## config.mk

```make
export PLATFORM = sky130hd
export DESIGN_NAME = tti_ram
export DESIGN_NICKNAME = d
export VERILOG_FILES = /design/src/rtl/core/tti_ram.sv
export SDC_FILE = /design/constraint.sdc
export NUM_CORES = 1
export LEC_CHECK = 0
export ABC_AREA = 1
export ABC_CLOCK_PERIOD_IN_PS = 1300
export BUFFER_PORTS_ARGS = -buffer_cell sky130_fd_sc_hd__buf_2
export CORE_MARGIN = 1
export CORE_UTILIZATION = 61
export CTS_CLUSTER_SIZE = 30
export DETAILED_ROUTE_END_ITERATION = 10
export GPL_TIMING_DRIVEN = 0
export HOLD_SLACK_MARGIN = 0.1
export PLACE_DENSITY = 0.77
export SYNTH_ARGS = -nofsm -noshare
export SYNTH_HDL_FRONTEND = slang
export SYNTH_SLANG_ARGS = --single-unit
```

## constraint.sdc

```tcl
create_clock -name clk -period 1.3 [get_ports clk]
set_input_delay 0.195 -clock clk [delete_from_list [all_inputs] [get_ports clk]]
set_output_delay 0.195 -clock clk [all_outputs]
set_load 0.1 [all_outputs]
```

## src/rtl/core/tti_ram.sv

```systemverilog
// tti_ram: generic single-write, single-read ram with registered read data
// no dependencies
`default_nettype none

module tti_ram #(
    parameter int WIDTH = 8,
    parameter int DEPTH = 16
) (
    input  wire logic                     clk,
    input  wire logic                     we,
    input  wire logic [$clog2(DEPTH)-1:0] waddr,
    input  wire logic [WIDTH-1:0]         wdata,
    input  wire logic [$clog2(DEPTH)-1:0] raddr,
    output logic      [WIDTH-1:0]         rdata
);

    logic [WIDTH-1:0] mem [DEPTH];

    always_ff @(posedge clk)
    begin
        if (we)
        begin
            mem[waddr] <= wdata;
        end
        rdata <= mem[raddr];
    end

endmodule

`default_nettype wire

```

==> qor.txt <==
Largest net degree at the start of global routing - 17
Core Rows - 35
Clk Latency, worst-skew pair - 530 ps
RR Startpoint - mem[15][0]
Final hold viol count - 0
Cell variety after synth - 12
Detailed-route wire length - 13600 um
Crit Path Category - flip-flop to output pin
Reg2Reg Depth - 6
# Post-CTS Setup Buffers - 0
Peak VDD IR - 0.000916 V
Largest stage delay on the critical path - 330 ps
Worst Hold Launch - wdata[6]
Crit path max-delay family - flip-flops
Initial core utilization - 62.7%
DR vias/cell - 5.52
Initial DRC count - 562
CTS root buf - clkbuf_8
DRT antenna net count - 0
Internal cell power - 8.65 mW
#FFs+latches synth - 136
Reg2reg setup slack - 220 ps
Slew @ Worst Pin - 964 ps
Fin util - 73.6%
Commonest non-fill, non-tap cell in the layout - nand2_1
Clock buffer depth - 2
Clock Power Share - 48.1%
Die H - 99.2 um
Leakage - 2.97 nW
Area delta synth->final - 17.4%
Cell taking the most area after synthesis - edfxtp_1
Most frequent cells in the layout - nand2_1, edfxtp_1, inv_1
Critical Path Start Type - flip-flop
Type of the tightest min-delay check - input pin to flip-flop
Fraction of layout cells with a size suffix above 1 - 13.0%
Vias in the first global route - 3812
Worst Hold Path EP - mem[10][6]
Sum Neg Setup Slack - 0 ps
Crit path DAT - 1080 ps
Clock sink total - 136
IO Port Bufs - 22
Setup violations, final - 0
RSZ-0062 raised after global routing - no
Pre-Repair DR Iteration Count - 5
Cells after Synth - 551
Skew final - 4.48 ps
Footprint of the multi-input gates - 1210 um2
Diodes inserted - 0
Chip width - 99.2 um
Crit share post-route - 98.2%
Sequential-to-total area share from yosys stat - 69.4%
DR WL/cell - 18.9 um
Core area - 9200 um2
FILL cells - 631
Register area - 4000 um2
Synth Cell Area - 5770 um2
Crit-path max FO - 1
Power per cell area - 1660 nW/um2
Outcome - completed
Buffers and inverters on the worst path - 1
IO Count - 26
Switching Fraction - 22.8%
Syn Nets - 569
Critical path cell sequence - buf_6
Max Clk Rate - 784 MHz
CTS clk-pin slew, worst paths - 60 ps
Post-route minimum period - 1280 ps
Critical path's slowest cell - dfxtp_1
Congestion Overflow GR - 0
Avg Inst Size Synth - 10.5 um2
Psw - 2.56 mW
Top cells by area, synth - edfxtp_1, nand2_1, nand3_1
Slew Limit Fails - 0
Yosys warns - 0
Vias - 3973
Routability Congestion - 0.927
WP data required - 1110 ps
Final HPWL DP - 8440 um
CTS tree - built
DRC errors left - 0
Reg-to-Reg End - rdata[0]
Die ar. - 9850 um2
Slew headroom - 35.5%
Final-stage net count - 614
Antenna violations before repair - 0
Total CTS buffers - 17
Synth top area share - 66.7%
Logic pwr share - 7.9%
Hold depth - 1
# H-tree levels - 4
Crit end category - output pin
Overall Global Routing Usage - 30.1%
Max Cap Viol - 0
First-pass GRT wire length - 21000 um
Proportion of power drawn by flip-flops and latches - 44.0%
-- layer usage --
metal  part of all wire (%)  track usage, %
met5                      0               0
met4                    2.5            12.8
met3                     11            8.78
met2                     46            44.8
met1                     40            42.0
-- flip-flops by register name (all words and copies together), names as in the netlist --
name,cells
mem,128
rdata,8
-- worst reg2reg max path: stages (launching register included) --
cell,delay (ps)
edfxtp_1,370
inv_1,70
nand2_1,60
nand3_1,130
nand3_1,80
nand3_1,150
nand2_1,100
-- what timing repair did --
item	4_1_cts	5_1_grt
hold buffers	4	0
endpoints found under the hold margin	64	0
setup endpoints to repair	8	1
gates resized for setup	16	1
-- synth_stat cells --
library cell / count
edfxtp_1: 128
inv_2: 2
inv_1: 100
dfxtp_1: 8
nand3_1: 97
nor2_1: 17
buf_6: 6
nand3b_1: 2
nand2_1: 173
buf_4: 4
buf_1: 1
buf_2: 13
-- cell families (layout without fill, tap and decap cells) --
group / count (synthesis) / after routing / synth area share (%)
buffers and inverters: 126 / 184 / 9.52
DFF: 136 / 136 / 69.4
and+or+nand+nor: 289 / 289 / 21.0
-- cell type report --
type	count	area share (%)
clock inverters	15	3.64
flip-flops and latches	136	59.1
clock buffers	17	6.12
inverters	102	5.66
repair buffers	26	3.01
plain buffers	24	2.46
well taps	111	2.05
multi-input cells	289	17.9
-- worst max-delay path by stage --
stage	from	end	slack (ps)	cells after the start
after CTS	rdata[2]	rdata[2]	9	1
after global placement	waddr[3]	mem[4][4]	-340	3
after detailed placement	waddr[3]	mem[4][0]	-400	3
after global routing	rdata[2]	rdata[2]	3	1
final	rdata[2]	rdata[2]	20	1
after floorplan	waddr[2]	mem[10][0]	150	2
-- per-stage QoR --
stage	setup slack (ps)	power, mW	cells	hold WS (ps)	cell area [um2]
3_5_place_dp	-398	5.84	684	613	6020
5_1_grt	3.12	11.4	720	111	6770
6_report	24.0	11.2	720	115	6770
2_1_floorplan	154	5.57	551	294	5770
3_3_place_gp	-343	5.82	684	603	6020
4_1_cts	8.98	11.2	720	106	6770
-- power groups by stage --
| stage | logic (mW) | clock network [mW] | registers, mW |
|---|---|---|---|
| finish | 0.887 | 5.39 | 4.93 |
| detailed placement | 0.819 | 0 | 5.02 |
| floorplan | 0.346 | 0 | 5.22 |
| global route | 0.945 | 5.56 | 4.94 |
| CTS | 0.872 | 5.37 | 4.93 |
| global placement | 0.806 | 0 | 5.01 |
No activity file was read; power rests on OpenSTA's default activity.
