<file path="src/rtl/core/tti_pkg.sv">
// tti_pkg: shared widths, constants and the datasheet table of the thermistor interpolator
// used by tti_div, thermistor_table_interpolator_core and tb
`default_nettype none

package tti_pkg;

    localparam int TABLE_ENTRIES_DEF = 166;
    localparam int DS_ROWS           = 166;
    localparam int ROM_IDX_W         = 8;
    localparam int RES_IN_W          = 22;
    localparam int ROM_R_W           = 21;
    localparam int ROM_T_W           = 8;
    localparam int ROM_WORD_W        = ROM_R_W + ROM_T_W;
    localparam int TEMP_W            = 18;
    localparam int DIV_W             = 40;
    localparam int DEN_W             = 21;
    localparam int SUM_W             = 42;
    localparam int TEMP_OFFSET       = 40;

    // datasheet resistance in 0.1 ohm, -40 C to 125 C in 1 C steps
    localparam int unsigned DS_R [DS_ROWS] = '{
        1956520, 1849171, 1748452, 1653910, 1565125, 1481710, 1403304, 1329576,
        1260215, 1194936, 1133471, 1075649, 1021155, 969776, 921315, 875588,
        832424, 791663, 753157, 716768, 682367, 649907, 619190, 590113,
        562579, 536496, 511779, 488349, 466132, 445058, 425062, 405997,
        387905, 370729, 354417, 338922, 324197, 310200, 296890, 284231,
        272186, 260760, 249877, 239509, 229629, 220211, 211230, 202666,
        194495, 186698, 179255, 172139, 165344, 158856, 152658, 146735,
        141075, 135664, 130489, 125540, 120805, 116281, 111947, 107795,
        103815, 100000, 96342, 92835, 89470, 86242, 83145, 80181,
        77337, 74609, 71991, 69479, 67067, 64751, 62526, 60390,
        58336, 56357, 54454, 52623, 50863, 49169, 47539, 45971,
        44461, 43008, 41609, 40262, 38964, 37714, 36510, 35350,
        34231, 33152, 32113, 31110, 30143, 29224, 28337, 27482,
        26657, 25861, 25093, 24351, 23635, 22943, 22275, 21627,
        21001, 20396, 19811, 19245, 18698, 18170, 17658, 17164,
        16685, 16224, 15777, 15345, 14927, 14521, 14129, 13749,
        13381, 13025, 12680, 12343, 12016, 11700, 11393, 11096,
        10807, 10528, 10256, 9993, 9738, 9492, 9254, 9022,
        8798, 8580, 8368, 8162, 7963, 7769, 7580, 7397,
        7219, 7046, 6878, 6715, 6556, 6402, 6252, 6106,
        5964, 5826, 5692, 5562, 5435, 5311
    };

    // table word {resistance, temperature}; rows past the datasheet read as zero
    function automatic logic [ROM_WORD_W-1:0] rom_word(input logic [ROM_IDX_W-1:0] idx);
        logic [ROM_R_W-1:0] r;
        logic [ROM_T_W-1:0] t;
        r = '0;
        t = '0;
        if (int'(idx) < DS_ROWS)
        begin
            r = ROM_R_W'(DS_R[idx]);
            t = idx - ROM_T_W'(TEMP_OFFSET);
        end
        return {r, t};
    endfunction

endpackage

`default_nettype wire

</file>
<file path="src/rtl/core/tti_div.sv">
// tti_div: unsigned restoring divider, one quotient bit per cycle
// depends on tti_pkg
`default_nettype none

module tti_div
    import tti_pkg::*;
(
    input  wire logic             clk,
    input  wire logic             rst_n,
    input  wire logic             start,
    input  wire logic [DIV_W-1:0] dividend,
    input  wire logic [DEN_W-1:0] divisor,
    output logic                  done,
    output logic      [DIV_W-1:0] quotient
);

    localparam int CNT_W = $clog2(DIV_W);

    logic [DIV_W-1:0] quo_reg;
    logic [DEN_W-1:0] rem_reg;
    logic [DEN_W-1:0] den_reg;
    logic [CNT_W-1:0] cnt_reg;
    logic             busy_reg;
    logic             done_reg;

    logic [DEN_W:0]   trial;
    logic             fits;

    assign trial = {rem_reg, quo_reg[DIV_W-1]};
    assign fits  = trial >= {1'b0, den_reg};

    always_ff @(posedge clk or negedge rst_n)
    begin
        if (!rst_n)
        begin
            busy_reg <= 1'b0;
            done_reg <= 1'b0;
            cnt_reg  <= '0;
        end
        else
        begin
            done_reg <= 1'b0;
            if (start)
            begin
                busy_reg <= 1'b1;
                cnt_reg  <= CNT_W'(DIV_W - 1);
            end
            else if (busy_reg)
            begin
                if (cnt_reg == '0)
                begin
                    busy_reg <= 1'b0;
                    done_reg <= 1'b1;
                end
                else
                begin
                    cnt_reg <= cnt_reg - 1'b1;
                end
            end
        end
    end

    always_ff @(posedge clk)
    begin
        if (start)
        begin
            quo_reg <= dividend;
            rem_reg <= '0;
            den_reg <= divisor;
        end
        else if (busy_reg)
        begin
            quo_reg <= {quo_reg[DIV_W-2:0], fits};
            rem_reg <= fits ? DEN_W'(trial - {1'b0, den_reg}) : trial[DEN_W-1:0];
        end
    end

    assign done     = done_reg;
    assign quotient = quo_reg;

endmodule

`default_nettype wire

</file>
<file path="config.mk">
export PLATFORM = sky130hd
export DESIGN_NAME = tti_div
export DESIGN_NICKNAME = d
export VERILOG_FILES = /design/src/rtl/core/tti_pkg.sv /design/src/rtl/core/tti_div.sv
export SDC_FILE = /design/constraint.sdc
export NUM_CORES = 1
export LEC_CHECK = 0
export ABC_AREA = 1
export BUFFER_PORTS_ARGS = -buffer_cell sky130_fd_sc_hd__buf_4
export CORE_UTILIZATION = 50
export CTS_BUF_LIST = sky130_fd_sc_hd__clkbuf_8 sky130_fd_sc_hd__clkbuf_16
export DETAILED_ROUTE_END_ITERATION = 12
export GPL_TIMING_DRIVEN = 0
export PLACE_DENSITY = 0.81
export SYNTH_ARGS = -nofsm -noshare
export SYNTH_HDL_FRONTEND = slang
export SYNTH_SLANG_ARGS = --single-unit
</file>
<file path="constraint.sdc">
create_clock -name clk -period 2 [get_ports clk]
set_clock_uncertainty 0.15 [all_clocks]
set_input_delay 0.1 -clock clk [delete_from_list [all_inputs] [get_ports clk]]
set_output_delay 0.1 -clock clk [all_outputs]
set_load 0.01 [all_outputs]
</file>
==> metrics.txt, run 1 <==
status=finished, violations left; violated checks=negative setup slack; Hold Path Class=in2reg; Layout Nets=957; Mapped Area=5220 um2; Initial DRC Count=254; setup repair after global routing missed its margin=true; # rows=36; Endpoint, Worst Hold=cnt_reg[5]; FF-to-FF path depth=16; max reg flops=40; number of placed I/O pins=about 110; CP Capture Type=flip-flop; Worst R2R End=rem_reg[0]; Reg clk slew, reported paths=0.08 ns; critical path startpoint category=flip-flop; Mapped Nets=760; Finish-stage setup viols=22; Final ANT Viol Nets=0; Tot Pwr=8.29 mW; DRC=0; Post-Route WL=around 16 mm; reg-to-reg slack, setup=-0.35 ns; grt ovf=0; #FFs+latches synth=90; power density cells=about 1100 nW/um2; fin crit period=2.35 ns; vias in the first global route=~5400; Synth cell types=34; routed len/inst=~16 um; Routability Congestion=just over 0.9; Avg Synthesized Cell Area=between 7 and 8 um2; Pre-Repair DR Iteration Count=7; CTS tree=built; Reg-to-Reg Start=quotient[39]; initial antenna violation count=1; Max H-tree Level=3; max-slew violation count=0; vias post-DR=around 5300; Tcrit/Tclk final=118%; I/O Buffers=104; first-pass GRT wire length=25.3 mm; min-delay src=start; max_cap viols=0; Relative slew margins=32.4%; Die Span X=approximately 100 um; fmax=about 430 MHz; Critical Path RT=between 2 and 2.5 ns; Post-DP Area=6180 um2; Critical Path AT=2.52 ns; Die Area=between 10000 and 15000 um2; Placeable Area=about 10000 um2; Worst Hold Path Cells=4; number of diodes=0; vias per std cell=between 5 and 6; Clock Sinks=90; Setup Crit Path Kind=reg2reg; Hold Fails Final Rpt=0; CP max FO=6; Clock Latency Late Sink=roughly 0.39 ns; Final Cell Area=about 7500 um2; Post-Syn Instances=between 600 and 700; number of synthesized flops with an enable pin=61; Max Buffers Root-to-Sink=2; worst setup margin=-0.351 ns; die height=roughly 100 um; slew of the pin with the lowest slew margin=between 1 and 1.5 ns; Area Growth Syn to Fin=42.8%; HPWL after DPL=~9.7 mm; Ys Warns=0; Initial Utilization=between 50% and 60%; Static Leak=between 3 and 4 nW; GRT Total Usage=30.2%; Clock Root Buffer=clkbuf_8; share of layout cells above drive strength 1=24.5%; asr flop ratio synth=between 8 and 9%; Seq/Total Area, Yosys=between 40% and 50%; TritonCTS buffer count=9; Worst VDD drop=approximately 0.00061 V; Setup WS pre-CTS=-0.776 ns; Fill cells=~660; post-route setup TNS=-7.10 ns; predominant post-synthesis flop cell=edfxtp_1; largest net degree at the start of global routing=49
==> cells in the final DEF, fill, tap and decap left out, types with 6 or more instances in the layout <==
| master | n |
|---|---|
| nand2_1 | 263 |
| buf_4 | 117 |
| inv_1 | 91 |
| dlygate4sd3_1 | 65 |
| edfxtp_1 | 61 |
| nor2_1 | 27 |
| nand3_1 | 24 |
| ha_1 | 21 |
| dfxtp_1 | 21 |
| nand3_2 | 20 |
| a21oi_1 | 17 |
| nand2_2 | 15 |
| nand3b_1 | 14 |
| o21ai_1 | 10 |
| clkbuf_1 | 9 |
| clkbuf_8 | 9 |
| dfrtp_1 | 8 |
| nand2_4 | 7 |
| xnor2_1 | 7 |
| inv_2 | 6 |
==> critical path, stage by stage, from the launching register on <==
cell,delay (ns)
edfxtp_1,0.41
inv_2,0.10
ha_4,0.14
inv_4,0.04
fa_2,0.38
nand2_2,0.08
nand2_2,0.07
nand3_2,0.07
nand2_2,0.07
nand2_2,0.11
nand2_4,0.08
nand2_8,0.12
nand2_8,0.10
buf_16,0.17
nand2_4,0.05
nand3_1,0.06
o21ai_1,0.08
==> metrics by stage <==
| step | util (%) | hold WS, ns | std cells |
|---|---|---|---|
| after global placement | 62.1 | -0.227 | 909 |
| after CTS | 72.3 | 0.0727 | 1004 |
| final | 74.9 | 0.108 | 1007 |
| after floorplan | - | -0.346 | 672 |
| after global routing | 74.9 | 0.149 | 1007 |
| after detailed placement | 62.1 | -0.226 | 909 |
==> metal layers <==
metal | vias to the layer above | track usage, % | wire length, um
met3 | 57 | 8.71 | 1490
met1 | 2456 | 34.9 | 6310
li1 | 2522 | - | -
met2 | 271 | 51.9 | 7910
met4 | 2 | 13.3 | 648
met5 | - | 0 | 21
==> kinds of logic after synthesis <==
kind of cell	after synthesis	share of synthesized area [%]
fa+ha+maj	24	5.89
simple gates	395	32.6
buf+inv	114	8.94
compound gates	40	4.14
xor+xnor	9	1.51
flops	90	47.0
==> worst max path at each step <==
stage / startpoint / slack [ns] / cells past startpoint / endpoint
after floorplan: quotient[39] / -0.18 / 17 / rem_reg[19]
after global placement: start / -0.65 / 10 / cnt_reg[4]
after detailed placement: start / -0.78 / 10 / cnt_reg[4]
after CTS: quotient[39] / -0.30 / 16 / rem_reg[9]
after global routing: quotient[39] / -0.44 / 16 / rem_reg[7]
final: quotient[39] / -0.35 / 16 / rem_reg[0]
==> where the power goes <==
group | switching, mW | internal [mW]
sequential | 0.222 | 2.32
clock | 0.692 | 0.441
combinational | 2.67 | 1.94
total | 3.59 | 4.70
==> synthesized netlist by cell type, types with 5 or more instances <==
cell / instances / area [um2]
dfrtp_1: 8 / 200
a21oi_1: 18 / 90.1
nand3_2: 7 / 70.1
clkbuf_1: 9 / 33.8
o21ai_1: 11 / 55.1
nand3_1: 40 / 200
xnor2_1: 8 / 70.1
o21ai_0: 5 / 25.0
inv_2: 6 / 22.5
nand3b_1: 14 / 105
inv_1: 90 / 338
dfxtp_1: 21 / 420
nand2_2: 7 / 43.8
nand4_1: 5 / 31.3
nor2_1: 31 / 116
edfxtp_1: 61 / 1830
nand2_1: 278 / 1040
ha_1: 23 / 288
==> cell type report <==
class	instances	area [um2]	area share [%]
Multi-Input combinational cell	468	2550	34.2
Sequential cell	90	2450	32.9
Timing Repair Buffer	187	1630	21.9
Inverter	96	370	4.97
Tap cell	133	166	2.23
Clock buffer	9	124	1.66
Buffer	17	118	1.58
Clock inverter	7	40.0	0.537
==> timing repair <==
item,CTS,global route
buffers inserted,12,3
endpoints found under the hold margin,87,0
gates resized for setup,18,53
gates cloned,2,2
pin swaps,1,25
hold buffers,65,0
setup endpoints to repair,27,25
No activity file was read; power rests on OpenSTA's default activity.
==> inputs of run 2 (changes only) <==
Settings changed: ABC_AREA 1 to 0, PLACE_DENSITY 0.81 to 0.78.
Clock period 2 ns to 2.35 ns, I/O delays scaled along.
==> run 2 against run 1 <==
The run still ends with negative setup slack left. Die area fell by 5.2%. Register-to-register slack got worse by 0.32 ns. Clock power rose by 5%. Global-route usage fell by 1.5 points. First-iteration DRC count fell by 31%. Routed wire length fell by 14%. Sequential power fell by 26%. Sequential share of layout area rose by 2.5 points. Setup slack got worse by 0.32 ns. Critical path type unchanged.
==> metrics.txt, run 2 <==
status=finished, violations left; violated checks=negative setup slack; grt met3 use=under 10%; worst setup margin=-0.670 ns; number of synthesized flops with an enable pin=between 60 and 70; combinational share of power=roughly a fifth; Post-Syn Instances=between 400 and 500; Layout Nets=between 700 and 800; Clock Sinks=90; Critical Path RT=around 2.5 ns; Post-synth top cells=61 x edfxtp_1, 39 x mux2_2, 33 x nor2_1; Mapped Area=about 4900 um2; Clock Root Buffer=clkbuf_8; Die Area=slightly above 10000 um2; Hold Fails Final Rpt=0; Area Growth Syn to Fin=40.0%; #FFs+latches synth=90; top-count cell post-synth=edfxtp_1; CTS tree=built; Initial DRC Count=176; first-pass GRT wire length=~22 mm; Relative slew margins=between 40% and 50%; grt ovf=0; Final ANT Viol Nets=0; slowest stage delay, CP=0.40 ns; max_cap viols=0; Initial Utilization=a little over half; sw frac=between 20 and 30%; clock share of power=around a third; Finish-stage setup viols=22; Max Buffers Root-to-Sink=2; Top Family by Delay on Critical Path=compound AO/OA/AOI/OAI gates; power density cells=approximately 550 nW/um2; slowest cell on the critical path=edfxtp_1; Fill cells=about 600; HPWL after DPL=approximately 8.6 mm; vias post-DR=roughly 4200; largest net degree at the start of global routing=41; predominant post-synthesis flop cell=edfxtp_1; commonest non-fill, non-tap cell in the layout=buf_4; Setup WS pre-CTS=-0.815 ns; Tcrit/Tclk final=129%; Clock Latency Late Sink=approximately 0.37 ns; Avg Synthesized Cell Area=about 12 um2; share of layout cells above drive strength 1=between 30% and 40%; TritonCTS buffer count=9; slew of the pin with the lowest slew margin=approximately 0.83 ns; critical path startpoint category=flip-flop; Area contributors post-synth=edfxtp_1 37%, mux2_2 8.9%, dfxtp_1 8.5%; final cell count without fillers=roughly 760; vias in the first global route=4316; Ys Warns=0; Static Leak=between 3 and 4 nW; I/O Buffers=approximately 100; Seq/Total Area, Yosys=approximately half; max-slew violation count=0; Most Used Layer, Global Route=met2; DRC=0; fin crit period=between 3 and 4 ns; CP max FO=5; share of total power in sequential cells=49.8%; Synth cell types=a little under 60; max reg flops=40; area share of the largest cell type after synthesis=a little under two fifths; number of placed I/O pins=around 110; Setup Crit Path Kind=reg2reg; Die Span X=101 um; fmax=331 MHz; Hold Path Class=in2reg; CP Cell Sequence=inv_1 -> ha_2 -> inv_2 -> fa_2 -> a21o_1 -> a221oi_4 -> o211a_4 -> o21ai_4 -> a21oi_4 -> buf_6 -> buf_8 -> mux2i_1 -> o21ai_1; # rows=35; GRT met2 Usage=51.1%; Worst VDD drop=~0.00044 V; vias per std cell=between 5 and 6; Pint=2.81 mW; GRT Total Usage=28.7%; Placeable Area=between 9000 and 10000 um2; asr flop ratio synth=8.89%; routed len/inst=~19 um; Mapped Nets=roughly 520; initial antenna violation count=1; Max H-tree Level=3; Post-Route WL=14.1 mm; Synth area leader=edfxtp_1; leading cell types in the layout, fill and taps excluded=115 x buf_4, 65 x dlygate4sd3_1, 61 x edfxtp_1, 39 x mux2_2, 33 x nor2_1; setup repair after global routing missed its margin=true; Routability Congestion=about 0.93; switching power=about 1 mW; critical path buffer and inverter count=4; Reg clk slew, reported paths=roughly 0.10 ns; grt met1 use=about a third; CP Capture Type=flip-flop; Pre-Repair DR Iteration Count=5; Critical Path AT=between 3 and 4 ns; placed insts=between 600 and 700; die height=a little over 100 um
## run 2: cell types whose count changed in the layout (fill, tap and decap cells not counted), sizes merged, moves of 6 or more
cell and change:
mux2 +39, xor2 +9, a211oi +14, inv -70
nand3b -13, mux2i +13, nand2b +7, nand3 -37
nand4b +9, o211ai +8, nand2 -263, o21a +6
a21o +6
## run 2: per-layer routing
layer  routed length, um  share of wire, %  vias up
met5                   0                 0        -
met4                 254               1.8        0
met3                1010               7.2       22
met2                7170                51      176
met1                5640                40     1998
li1                    -                 -     1965
## run 2: logic make-up after synthesis
logic type / after synthesis / share of synthesized area [%]
AOI/OAI and AO/OA: 87 / 13.0
xor gates and xnor gates: 22 / 3.89
adders and majority gates: 24 / 6.22
buffers and inverters: 50 / 5.26
DFF: 90 / 49.6
muxes: 52 / 11.5
and+or+nand+nor: 105 / 10.6
## run 2: path summary, 6_finish.rpt
check	start	to	slack, ns	cells after the start
max in group asynchronous	rst_n	cnt_reg[3]	1.19	3
setup / recovery	quotient[39]	rem_reg[2]	-0.67	13
setup reg to reg	quotient[39]	rem_reg[2]	-0.67	13
hold / removal	start	den_reg[5]	0.02	1
hold reg to reg	rem_reg[3]	rem_reg[3]	0.36	2
min in group asynchronous	rst_n	cnt_reg[0]	0.58	3
## run 2: timing repair
| action | 4_1_cts | 5_1_grt |
|---|---|---|
| resized for setup | 13 | 8 |
| hold endpoints to repair | 69 | 0 |
| pin swaps | 19 | 18 |
| setup endpoints to repair | 22 | 22 |
| hold buffers | 63 | 0 |
| gates cloned | 1 | 1 |
| buffers inserted | 10 | 4 |
## run 2: power by group through the flow
stage               Sequential, mW  Clock (mW)  Combinational [mW]
floorplan                     1.93           0               0.270
global placement              1.90           0               0.550
detailed placement            1.91           0               0.563
CTS                           1.87        1.20               0.666
global route                  1.89        1.25               0.760
finish                        1.88        1.19               0.708
## run 2: layout make-up
type	count	area (um2)	area share, %
Sequential cell	90	2450	35.4
Multi-Input combinational cell	290	2290	33.0
Timing Repair Buffer	182	1560	22.5
Tap cell	129	161	2.33
Buffer	20	146	2.11
Clock buffer	9	124	1.79
Inverter	28	105	1.52
Clock inverter	7	93.8	1.35
Antenna cell	1	2.50	0.0361
## run 2: stage by stage
step / util (%) / hold slack (ns) / setup TNS [ns] / cell area [um2] / power [mW]
3_5_place_dp: 62.6 / -0.206 / -15.76 / 5890 / 2.47
2_1_floorplan: - / -0.328 / -9.45 / 4950 / 2.20
6_report: 73.6 / 0.0223 / -13.11 / 6930 / 3.78
4_1_cts: 73.2 / 0.0159 / -10.81 / 6900 / 3.74
3_3_place_gp: 62.6 / -0.209 / -31.35 / 5890 / 2.45
5_1_grt: 73.6 / 0.0149 / -15.86 / 6930 / 3.91
==> inputs of run 3 (changes only) <==
==> constraint.sdc (replaced) <==
create_clock -name clk -period 2.35 [get_ports clk]
set_clock_uncertainty 0.15 [all_clocks]
set_input_delay 0.47 -clock clk [delete_from_list [all_inputs] [get_ports clk]]
set_output_delay 0.47 -clock clk [all_outputs]
set_load 0.01 [all_outputs]
==> run 3 against run 2 <==
The run still ends with negative setup slack left. Register-to-register slack worse by 0.04 ns. Via count is 7.7% lower. Worst hold slack improved by 0.10 ns. Non-clock buffer count decreased by 59. Sequential share of layout area increased by 3.1 points. Largest power group unchanged. Die area is the same. Critical path depth did not move. Clock-buffer cell count did not move. Design area decreased by 8.0%. Clock power about the same. Sequential cell count did not move.
==> metrics.txt, run 3 (synthesis results as in run 2) <==
Clock Sinks=90; Clock Root Buffer=clkbuf_8; worst setup margin=-0.711 ns; CP startpoint=quotient[39]; post-route setup TNS=-14.10 ns; critical path startpoint category=flip-flop; HPWL after DPL=about 8.6 mm; largest net degree at the start of global routing=41; Final ANT Viol Nets=0; Reg clk slew, reported paths=~0.1 ns; Tot Pwr=3.66 mW; fmax=around 330 MHz; Critical Path AT=around 3.2 ns; Routability Congestion=around 0.93; status=finished, violations left; vias in the first global route=around 4000; CP max FO=5; GRT Total Usage=approximately a quarter; grt ovf=0; vias post-DR=~3800; Relative slew margins=between 50 and 60%; Area Growth Syn to Fin=28.8%; Layout Nets=650; commonest non-fill, non-tap cell in the layout=buf_4; Finish-stage setup viols=22; slew of the pin with the lowest slew margin=~0.69 ns; vias per std cell=5.52; fin crit period=3.06 ns; power density cells=574 nW/um2; reg-to-reg slack, setup=-0.71 ns; max_cap viols=0; Tcrit/Tclk final=130%; CP Capture Point=rem_reg[2]; Hold Fails Final Rpt=0; Placeable Area=roughly 9400 um2; first-pass GRT wire length=between 15 and 20 mm; Initial DRC Count=197; number of diodes=0; violated checks=negative setup slack; initial antenna violation count=0; Worst VDD drop=around 0.00047 V; die height=101 um; share of layout cells above drive strength 1=36.7%; Setup Crit Path Kind=reg2reg; Initial Utilization=a little over half; Die Area=between 10000 and 15000 um2; Hold Path Class=in2reg; Worst R2R End=rem_reg[2]; routed len/inst=17.5 um; FF-to-FF path depth=13; Clock Latency Late Sink=0.36 ns; CTS tree=built; Pre-Repair DR Iteration Count=4; # rows=35; Critical Path RT=between 2 and 2.5 ns; Reg-to-Reg Start=quotient[39]; max-slew violation count=0; Static Leak=between 2 and 3 nW; I/O Buffers=between 100 and 150; DRC=0; setup repair after global routing missed its margin=true; Die Span X=101 um; CP Capture Type=flip-flop; number of placed I/O pins=between 100 and 150; max reg flops=40; TritonCTS buffer count=9; Post-Route WL=around 12 mm; Max Buffers Root-to-Sink=2; Max H-tree Level=3; leading cell types in the layout, fill and taps excluded=115 x buf_4, 61 x edfxtp_1, 39 x mux2_2, 33 x nor2_1, 27 x inv_1
-- run 3: cell count changes in the layout (fill, tap and decap cells not counted), sizes merged --
cell / before / now
diode: 1 / 0
dlygate4sd3: 65 / 3
clkbuf: 19 / 20
buf: 127 / 129
-- run 3: per-layer routing --
metal,GRT usage [%],part of all wire (%)
met5,0,0
met4,9.81,2.0
met3,8.70,8.8
met2,43.4,50
met1,28.0,39
-- run 3: worst min-delay path by stage --
stage	endpoint	cells after the start	slack (ns)	from
after floorplan	busy_reg	0	0.02	rst_n
after global placement	cnt_reg[1]	1	0.14	rst_n
after detailed placement	cnt_reg[1]	1	0.15	rst_n
after CTS	den_reg[19]	1	0.10	divisor[19]
after global routing	den_reg[17]	1	0.10	divisor[17]
final	den_reg[19]	1	0.12	divisor[19]
-- run 3: what timing repair did --
action	in CTS	in global routing
endpoints found under the hold margin	8	0
pin swaps	19	23
hold buffers	1	0
gates cloned	1	1
gates resized for setup	13	15
buffers inserted	10	7
endpoints found under the setup margin	22	62
-- run 3: layout make-up --
type | count | area [um2]
Fill cell | 694 | 3040
Sequential cell | 90 | 2450
Multi-Input combinational cell | 290 | 2310
Timing Repair Buffer | 123 | 978
Tap cell | 129 | 161
Buffer | 20 | 145
Clock buffer | 9 | 124
Inverter | 28 | 108
Clock inverter | 7 | 93.8
-- run 3: through the flow --
| stage | util, % | instances | hold WS (ns) | setup WS, ns | area (um2) |
|---|---|---|---|---|---|
| after floorplan | - | 430 | 0.0244 | -0.481 | 4950 |
| after global placement | 62.6 | 663 | 0.144 | -0.767 | 5890 |
| after detailed placement | 62.6 | 663 | 0.147 | -0.815 | 5890 |
| after CTS | 66.6 | 691 | 0.105 | -0.554 | 6270 |
| after global routing | 67.7 | 696 | 0.102 | -0.789 | 6370 |
| final | 67.7 | 696 | 0.124 | -0.711 | 6370 |
-- run 3: critical path, stage by stage, from the launching register on --
cell	delay [ns]
edfxtp_1	0.44
inv_1	0.09
ha_2	0.19
inv_2	0.05
fa_2	0.37
a21o_1	0.23
a221oi_4	0.35
o211a_4	0.23
o21ai_4	0.07
a21oi_4	0.22
buf_6	0.16
buf_8	0.13
mux2i_1	0.19
o21ai_1	0.08
-- run 3: power by group --
part / internal (mW) / total, mW / switching (mW)
registers: 1.81 / 1.87 / 0.0594
clock network: 0.600 / 1.18 / 0.575
logic: 0.330 / 0.610 / 0.280
total: 2.74 / 3.66 / 0.915
